<file path="src/rtl/ebcs_pkg.sv">
package ebcs_pkg;

  typedef enum logic [1:0] {
    CMD_LOAD  = 2'd0,
    CMD_READ  = 2'd1,
    CMD_EXEC  = 2'd2,
    CMD_SETPC = 2'd3
  } cmd_t;

  typedef struct packed {
    cmd_t        cmd;
    logic [15:0] address;
    logic [7:0]  data_byte;
  } item_t;

  typedef struct packed {
    logic [7:0]  read_data;
    logic [15:0] prog_counter;
    logic [7:0]  accum;
    logic [7:0]  index_x;
    logic [7:0]  index_y;
    logic [7:0]  stack_ptr;
    logic [7:0]  status_flags;
    logic [3:0]  cycles_taken;
    logic        speed_high;
    logic        bad_opcode;
  } res_t;

  typedef enum logic [3:0] {
    K_ALU, K_BIT, K_CPX, K_CPY, K_INC, K_DEC, K_BR, K_JSR, K_BSR, K_IMPL, K_ILL
  } kind_t;

  typedef enum logic [3:0] {
    AM_IMP, AM_IMM, AM_ZP, AM_ZPX, AM_ABS, AM_ABSX, AM_ABSY, AM_IZX, AM_IZY, AM_IZP,
    AM_REL
  } amode_t;

  typedef struct packed {
    kind_t      kind;
    amode_t     am;
    logic [3:0] cyc;
  } dec_t;

  typedef enum logic [3:0] {
    ST_IDLE, ST_RDW, ST_OP, ST_B1, ST_B2, ST_PL, ST_PH, ST_EXE, ST_EXT, ST_PUSHLO,
    ST_FINISH
  } st_t;

  localparam int FLAG_C = 0;
  localparam int FLAG_Z = 1;
  localparam int FLAG_I = 2;
  localparam int FLAG_D = 3;
  localparam int FLAG_T = 5;
  localparam int FLAG_V = 6;
  localparam int FLAG_N = 7;

  localparam logic [7:0] STACK_PAGE = 8'h01;

  localparam logic [2:0] ALU_ORA = 3'd0;
  localparam logic [2:0] ALU_AND = 3'd1;
  localparam logic [2:0] ALU_EOR = 3'd2;
  localparam logic [2:0] ALU_ADC = 3'd3;
  localparam logic [2:0] ALU_SBC = 3'd7;

  localparam logic [7:0] OP_SXY = 8'h02, OP_SAX = 8'h22, OP_SAY = 8'h42;
  localparam logic [7:0] OP_CLA = 8'h62, OP_CLX = 8'h82, OP_CLY = 8'hC2;
  localparam logic [7:0] OP_BPL = 8'h10, OP_BMI = 8'h30, OP_BVC = 8'h50;
  localparam logic [7:0] OP_BVS = 8'h70, OP_BRA = 8'h80, OP_BCC = 8'h90;
  localparam logic [7:0] OP_BCS = 8'hB0, OP_BNE = 8'hD0, OP_BEQ = 8'hF0;
  localparam logic [7:0] OP_CLC = 8'h18, OP_SEC = 8'h38, OP_CLI = 8'h58;
  localparam logic [7:0] OP_SEI = 8'h78, OP_CLV = 8'hB8, OP_CLD = 8'hD8;
  localparam logic [7:0] OP_SED = 8'hF8, OP_SET = 8'hF4;
  localparam logic [7:0] OP_CSL = 8'h54, OP_CSH = 8'hD4;
  localparam logic [7:0] OP_INA = 8'h1A, OP_INX = 8'hE8, OP_INY = 8'hC8;
  localparam logic [7:0] OP_DEX = 8'hCA, OP_DEY = 8'h88;
  localparam logic [7:0] OP_TAX = 8'hAA, OP_TAY = 8'hA8;
  localparam logic [7:0] OP_BIT_ZP = 8'h24, OP_BIT_ABS = 8'h2C, OP_BIT_IMM = 8'h89;
  localparam logic [7:0] OP_CPX_IMM = 8'hE0, OP_CPX_ZP = 8'hE4, OP_CPX_ABS = 8'hEC;
  localparam logic [7:0] OP_CPY_IMM = 8'hC0, OP_CPY_ZP = 8'hC4, OP_CPY_ABS = 8'hCC;
  localparam logic [7:0] OP_INC_ZP = 8'hE6, OP_INC_ZPX = 8'hF6;
  localparam logic [7:0] OP_INC_ABS = 8'hEE, OP_INC_ABSX = 8'hFE;
  localparam logic [7:0] OP_DEC_ZP = 8'hC6, OP_DEC_ZPX = 8'hD6;
  localparam logic [7:0] OP_DEC_ABS = 8'hCE, OP_DEC_ABSX = 8'hDE;
  localparam logic [7:0] OP_JSR = 8'h20, OP_BSR = 8'h44;
  localparam logic [7:0] OP_ADC_IZP = 8'h72, OP_SBC_IZP = 8'hF2;

  function automatic dec_t decode(input logic [7:0] op);
    dec_t d;
    logic [2:0] grp;
    grp = op[7:5];
    d.kind = K_ILL;
    d.am = AM_IMP;
    d.cyc = 4'd2;
    if ((grp <= ALU_ADC || grp == ALU_SBC) && op[0] && !op[1]) begin
      d.kind = K_ALU;
      case (op[4:2])
        3'd0: begin d.am = AM_IZX; d.cyc = 4'd7; end
        3'd1: begin d.am = AM_ZP; d.cyc = 4'd4; end
        3'd2: begin d.am = AM_IMM; d.cyc = 4'd2; end
        3'd3: begin d.am = AM_ABS; d.cyc = 4'd5; end
        3'd4: begin d.am = AM_IZY; d.cyc = 4'd7; end
        3'd5: begin d.am = AM_ZPX; d.cyc = 4'd4; end
        3'd6: begin d.am = AM_ABSY; d.cyc = 4'd5; end
        default: begin d.am = AM_ABSX; d.cyc = 4'd5; end
      endcase
    end else if (op == OP_ADC_IZP || op == OP_SBC_IZP) begin
      d.kind = K_ALU; d.am = AM_IZP; d.cyc = 4'd7;
    end else begin
      case (op)
        OP_SXY, OP_SAX, OP_SAY, OP_CSL, OP_CSH: begin
          d.kind = K_IMPL; d.cyc = 4'd3;
        end
        OP_CLA, OP_CLX, OP_CLY, OP_CLC, OP_SEC, OP_CLI, OP_SEI, OP_CLV, OP_CLD,
        OP_SED, OP_SET, OP_INA, OP_INX, OP_INY, OP_DEX, OP_DEY, OP_TAX, OP_TAY: begin
          d.kind = K_IMPL; d.cyc = 4'd2;
        end
        OP_BPL, OP_BMI, OP_BVC, OP_BVS, OP_BRA, OP_BCC, OP_BCS, OP_BNE, OP_BEQ: begin
          d.kind = K_BR; d.am = AM_REL;
        end
        OP_JSR: begin d.kind = K_JSR; d.am = AM_ABS; d.cyc = 4'd7; end
        OP_BSR: begin d.kind = K_BSR; d.am = AM_REL; d.cyc = 4'd8; end
        OP_BIT_ZP: begin d.kind = K_BIT; d.am = AM_ZP; d.cyc = 4'd4; end
        OP_BIT_ABS: begin d.kind = K_BIT; d.am = AM_ABS; d.cyc = 4'd5; end
        OP_BIT_IMM: begin d.kind = K_BIT; d.am = AM_IMM; end
        OP_CPX_IMM: begin d.kind = K_CPX; d.am = AM_IMM; end
        OP_CPX_ZP: begin d.kind = K_CPX; d.am = AM_ZP; d.cyc = 4'd4; end
        OP_CPX_ABS: begin d.kind = K_CPX; d.am = AM_ABS; d.cyc = 4'd5; end
        OP_CPY_IMM: begin d.kind = K_CPY; d.am = AM_IMM; end
        OP_CPY_ZP: begin d.kind = K_CPY; d.am = AM_ZP; d.cyc = 4'd4; end
        OP_CPY_ABS: begin d.kind = K_CPY; d.am = AM_ABS; d.cyc = 4'd5; end
        OP_INC_ZP: begin d.kind = K_INC; d.am = AM_ZP; d.cyc = 4'd6; end
        OP_INC_ZPX: begin d.kind = K_INC; d.am = AM_ZPX; d.cyc = 4'd6; end
        OP_INC_ABS: begin d.kind = K_INC; d.am = AM_ABS; d.cyc = 4'd7; end
        OP_INC_ABSX: begin d.kind = K_INC; d.am = AM_ABSX; d.cyc = 4'd7; end
        OP_DEC_ZP: begin d.kind = K_DEC; d.am = AM_ZP; d.cyc = 4'd6; end
        OP_DEC_ZPX: begin d.kind = K_DEC; d.am = AM_ZPX; d.cyc = 4'd6; end
        OP_DEC_ABS: begin d.kind = K_DEC; d.am = AM_ABS; d.cyc = 4'd7; end
        OP_DEC_ABSX: begin d.kind = K_DEC; d.am = AM_ABSX; d.cyc = 4'd7; end
        default: begin d.kind = K_ILL; d.am = AM_IMP; d.cyc = 4'd2; end
      endcase
    end
    return d;
  endfunction

endpackage

</file>
<file path="src/rtl/ebcs_front.sv">
module ebcs_front import ebcs_pkg::*; (
  input  logic        clk,
  input  logic        rst,
  input  logic        push,
  output logic        full,
  input  logic [1:0]  cmd,
  input  logic [15:0] address,
  input  logic [7:0]  data_byte,
  output logic        item_valid,
  output item_t       item,
  input  logic        item_take
);

  item_t      slots [2];
  logic       rd_ptr;
  logic       wr_ptr;
  logic [1:0] count;
  logic       do_push;

  assign full       = (count == 2'd2);
  assign item_valid = (count != 2'd0);
  assign item       = slots[rd_ptr];
  assign do_push    = push && !full;

  always_ff @(posedge clk) begin
    if (do_push) begin
      slots[wr_ptr] <= '{cmd: cmd_t'(cmd), address: address, data_byte: data_byte};
    end
    if (rst) begin
      rd_ptr <= 1'b0;
      wr_ptr <= 1'b0;
      count  <= 2'd0;
    end else begin
      if (do_push) wr_ptr <= !wr_ptr;
      if (item_take) rd_ptr <= !rd_ptr;
      count <= count + {1'b0, do_push} - {1'b0, item_take};
    end
  end

endmodule

</file>
<file path="config.mk">
export PLATFORM = sky130hd
export DESIGN_NAME = ebcs_front
export DESIGN_NICKNAME = d
export VERILOG_FILES = /design/src/rtl/ebcs_pkg.sv /design/src/rtl/ebcs_front.sv
export SDC_FILE = /design/constraint.sdc
export NUM_CORES = 1
export LEC_CHECK = 0
export BUFFER_PORTS_ARGS = -buffer_cell sky130_fd_sc_hd__buf_2
export CORE_MARGIN = 8
export CORE_UTILIZATION = 35
export CTS_CLUSTER_SIZE = 10
export DETAILED_ROUTE_END_ITERATION = 8
export PLACE_DENSITY = 0.53
export RECOVER_POWER = 50
export SLEW_MARGIN = 20
export SYNTH_ARGS = -nofsm -noshare
export SYNTH_HDL_FRONTEND = slang
export SYNTH_SLANG_ARGS = --single-unit
export TNS_END_PERCENT = 5
</file>
<file path="constraint.sdc">
create_clock -name clk -period 2.7 [get_ports clk]
set_input_delay 0.81 -clock clk [delete_from_list [all_inputs] [get_ports clk]]
set_output_delay 0.81 -clock clk [all_outputs]
set_load 0.1 [all_outputs]
</file>
==> Flow_metrics.wiki <==
{| class="wikitable"
! Metric !! Value
|-
| Root Buffer || sky130_fd_sc_hd__clkbuf_8
|-
| Detailed placement HPWL || 2.93 mm
|-
| Most used DFF post-synth || sky130_fd_sc_hd__edfxtp_1
|-
| Worst R2R Start || count[0]
|-
| Vias after detailed routing || 1112
|-
| Sequential share of the synthesized area || 78.8%
|-
| Min cycle time layout || 2.26 ns
|-
| Count of cells along the worst hold path || 2
|-
| End of the worst register-to-register path || slots[1][10]
|-
| Iteration-0 DRC Markers || 47
|-
| Routed Antenna Nets || 0
|-
| Outcome || complete, no violations
|-
| Setup TNS || 0 ns
|-
| Count of TritonRoute iterations in the first routing pass || 4
|-
| Largest stage delay on the critical path || 0.40 ns
|-
| I/O pin count || 58
|-
| Async set or reset register ratio after synthesis || 0%
|-
| Final setup violation count || 0
|-
| Share of the cycle needed by the critical path after routing || 83.6%
|-
| Upper clock frequency limit || 443 MHz
|-
| Routed wirelength normalized by instance count || 15.6 um
|-
| Warnings, synthesis || 0
|-
| Number of gates on the worst path with buffers counted || 3
|-
| Number of post-CTS setup repair buffers || 0
|-
| Latest clock arrival within the worst-skew pair || 0.32 ns
|-
| Register-to-Register Path Depth || 2
|-
| Number of antenna violations at the first check in global routing || 0
|-
| Largest area contributor in the synthesized netlist || sky130_fd_sc_hd__edfxtp_1
|-
| Antenna cells || 0
|-
| Horiz. Die Dim || 93.6 um
|-
| Leakage power summed over all cells || 1.16 nW
|-
| Cts bufs inserted || 9
|-
| Buffers added on ports || 57
|-
| Slack of the worst reg-to-reg path || 0.81 ns
|-
| Worst-case clock skew || 0.00407 ns
|-
| Detailed-route DRC error count || 0
|-
| Average cell area after synthesis || 19.9 um^2
|-
| Remaining max-slew budget at the tightest pin || 18.4%
|-
| Number of placement rows || 28
|-
| Wire length reported by the detailed router || 3.99 mm
|-
| Measured slew at the worst slew-check pin || 1.22 ns
|-
| Logic gate share of total power || 37.3%
|-
| Netlist area before placement || 2110 um^2
|-
| Post-cts resize count || 0
|-
| Layout net count || 207
|-
| Number of pins with negative max-slew slack in the final report || 0
|-
| Share of Yosys cell area claimed by the top area cell type || 74.1%
|-
| Setup repair after global routing missed its margin || no
|-
| Routability-driven placement congestion ratio || 0.770
|-
| Total power divided by cell area || 1070 nW/um^2
|-
| Final instance area || 3100 um^2
|-
| Slowest cell on the critical path || sky130_fd_sc_hd__mux2_2
|-
| Required time of the critical path || 1.89 ns
|-
| Crit Path Category || reg -> out
|-
| Nets in the synthesized netlist || 138
|-
| Area of the die || 8760 um^2
|-
| Clock share of power || 28.4%
|-
| Area of all sequential standard cells || 1660 um^2
|-
| Critical path arrival || 1.45 ns
|-
| Start point of the worst hold path || wr_ptr
|-
| Post-synthesis to final-layout area growth || 47.1%
|-
| TritonCTS clock tree || done
|-
| Fraction of power spent switching nets || 36.2%
|-
| Most area-consuming cells after synthesis || sky130_fd_sc_hd__edfxtp_1, sky130_fd_sc_hd__mux2_2, sky130_fd_sc_hd__dfxtp_1, sky130_fd_sc_hd__ha_1, sky130_fd_sc_hd__buf_6
|-
| Total grt overflow || 0
|-
| Global-route wire length before repair || 6.37 mm
|-
| Chain of cells forming the critical path || buf_4, mux2_2, buf_12
|-
| Core area || 5890 um^2
|-
| Number of global-route vias before repair || 1304
|-
| # clock sinks || 57
|-
| Category of the worst setup path capture point || output pin
|-
| Class of the most critical hold timing path || reg -> reg
|-
| Most instantiated library cell after synthesis || sky130_fd_sc_hd__edfxtp_1
|-
| Hold path endpoint || wr_ptr
|-
| Number of buffers and inverters on the critical path || 2
|-
| Peak ir drop on the vdd network || 0.775 mV
|-
| Kind of cell adding the most delay to the critical path || multiplexers
|-
| Starting utilization of the core area || 35.8%
|-
| Hold buffer count at cts || 0
|-
| Placed cell areas || 2880 um^2
|-
| Total count of hold-check failures in the final report || 0
|-
| Element type at the critical path start || flop
|-
| Maximum number of pins on one net before global-route repair || 27
|-
| Total power || 0.00332 W
|-
| Max-cap check violation count || 0
|-
| Via/cell ratio || 4.36
|-
| Vertical extent of the die || 93.6 um
|-
| Leading cell types by count after synthesis || sky130_fd_sc_hd__edfxtp_1, sky130_fd_sc_hd__mux2_2, sky130_fd_sc_hd__dfxtp_1, sky130_fd_sc_hd__inv_1, sky130_fd_sc_hd__nor2_1
|-
| Count of flip-flops with a built-in enable after synthesis || 52
|-
| Internal power of the cells || 0.00212 W
|-
| Number of distinct library cells after synthesis || 19
|-
| Filler Cell Count || 503
|-
| Sw Pwr || 0.00120 W
|-
| Fraction of power consumed by sequential logic || 34.4%
|-
| H-tree levels || 3
|-
| Worst hold slack || 0.516 ns
|-
| Synthesized flop and latch total || 57
|-
| Maximum buffer depth of the clock tree || 2
|-
| Layout cell share with drive strength beyond 1 || 50.0%
|-
| Maximum net fanout on the critical path || 14
|-
| Multi-input gate area in the final layout || 403 um^2
|-
| Synthesized instance count || 106
|-
| Gr usage total || 9.90%
|-
| Clock slew at the register clock pins of the worst setup and hold paths || 0.06 ns
|}
[sequential cells by signal, indices dropped and copies added, names as in the netlist, named ones only]
signal  cells
slots      52
rd_ptr      1
count       2
wr_ptr      1
[metal layers]
| metal | up-vias | routed length (um) | GRT usage, % |
|---|---|---|---|
| met2 | 39 | 2140 | 16.9 |
| met3 | 4 | 284 | 4.65 |
| met1 | 530 | 1540 | 9.83 |
| li1 | 539 | - | - |
| met4 | 0 | 26 | 5.15 |
| met5 | - | 0 | 0 |
[layout by cell type, fill, tap and decap left out, drive strengths merged]
master	count
edfxtp	52
ha	2
nor2b	1
xnor2	2
nand2b	1
and3	1
clkbuf	25
dfxtp	5
clkinv	2
or2	1
xor2	1
nand2	1
inv	4
bufinv	3
buf	45
clkinvlp	2
a21oi	1
nor2	3
mux2	26
o21ai	1
or3	1
[metrics by stage]
stage	util (%)	instances	setup slack (ns)
3_3_place_gp	48.9	239	0.780
5_1_grt	52.7	255	0.363
6_report	52.7	255	0.444
3_5_place_dp	48.9	239	0.735
2_1_floorplan	-	106	0.595
4_1_cts	53.1	255	0.411
[worst min-delay path: stages, from the launching register on]
cell                      delay, ns
sky130_fd_sc_hd__dfxtp_1       0.32
sky130_fd_sc_hd__o21ai_0       0.08
sky130_fd_sc_hd__a21oi_1       0.07
[worst max path at each step]
stage	to	slack [ns]	startpoint
after floorplan	slots[0][0]	0.60	push
after global placement	slots[0][10]	0.78	push
after detailed placement	count[1]	0.74	push
after CTS	item[7]	0.41	flop
after global routing	item[7]	0.36	flop
final	item[12]	0.44	flop
[cell families (layout without fill, tap and decap cells)]
family | after synthesis | after routing | share of synthesized area [%]
simple gates | 9 | 9 | 2.37
fa+ha+maj | 2 | 2 | 1.19
xor+xnor | 3 | 3 | 1.25
flops | 57 | 57 | 78.8
mux | 26 | 26 | 13.9
buf+inv | 7 | 81 | 2.02
compound gates | 2 | 2 | 0.474
[cell type report]
| cell class | count | area share (%) |
|---|---|---|
| multi-input combinational | 42 | 13.0 |
| tap | 75 | 3.03 |
| sequential | 57 | 53.6 |
| timing repair buffer | 61 | 22.1 |
| clock buffer | 9 | 3.99 |
| inverter | 4 | 0.484 |
| clock inverter | 7 | 3.83 |
[power groups by stage]
| stage | clock (W) | sequential, W | combinational (W) |
|---|---|---|---|
| floorplan | 0 | 0.00115 | 0.000839 |
| global placement | 0 | 0.00115 | 0.00124 |
| detailed placement | 0 | 0.00116 | 0.00125 |
| CTS | 0.000968 | 0.00114 | 0.00126 |
| global route | 0.00102 | 0.00115 | 0.00128 |
| finish | 0.000942 | 0.00114 | 0.00124 |
(Power assumes the default switching activity.)
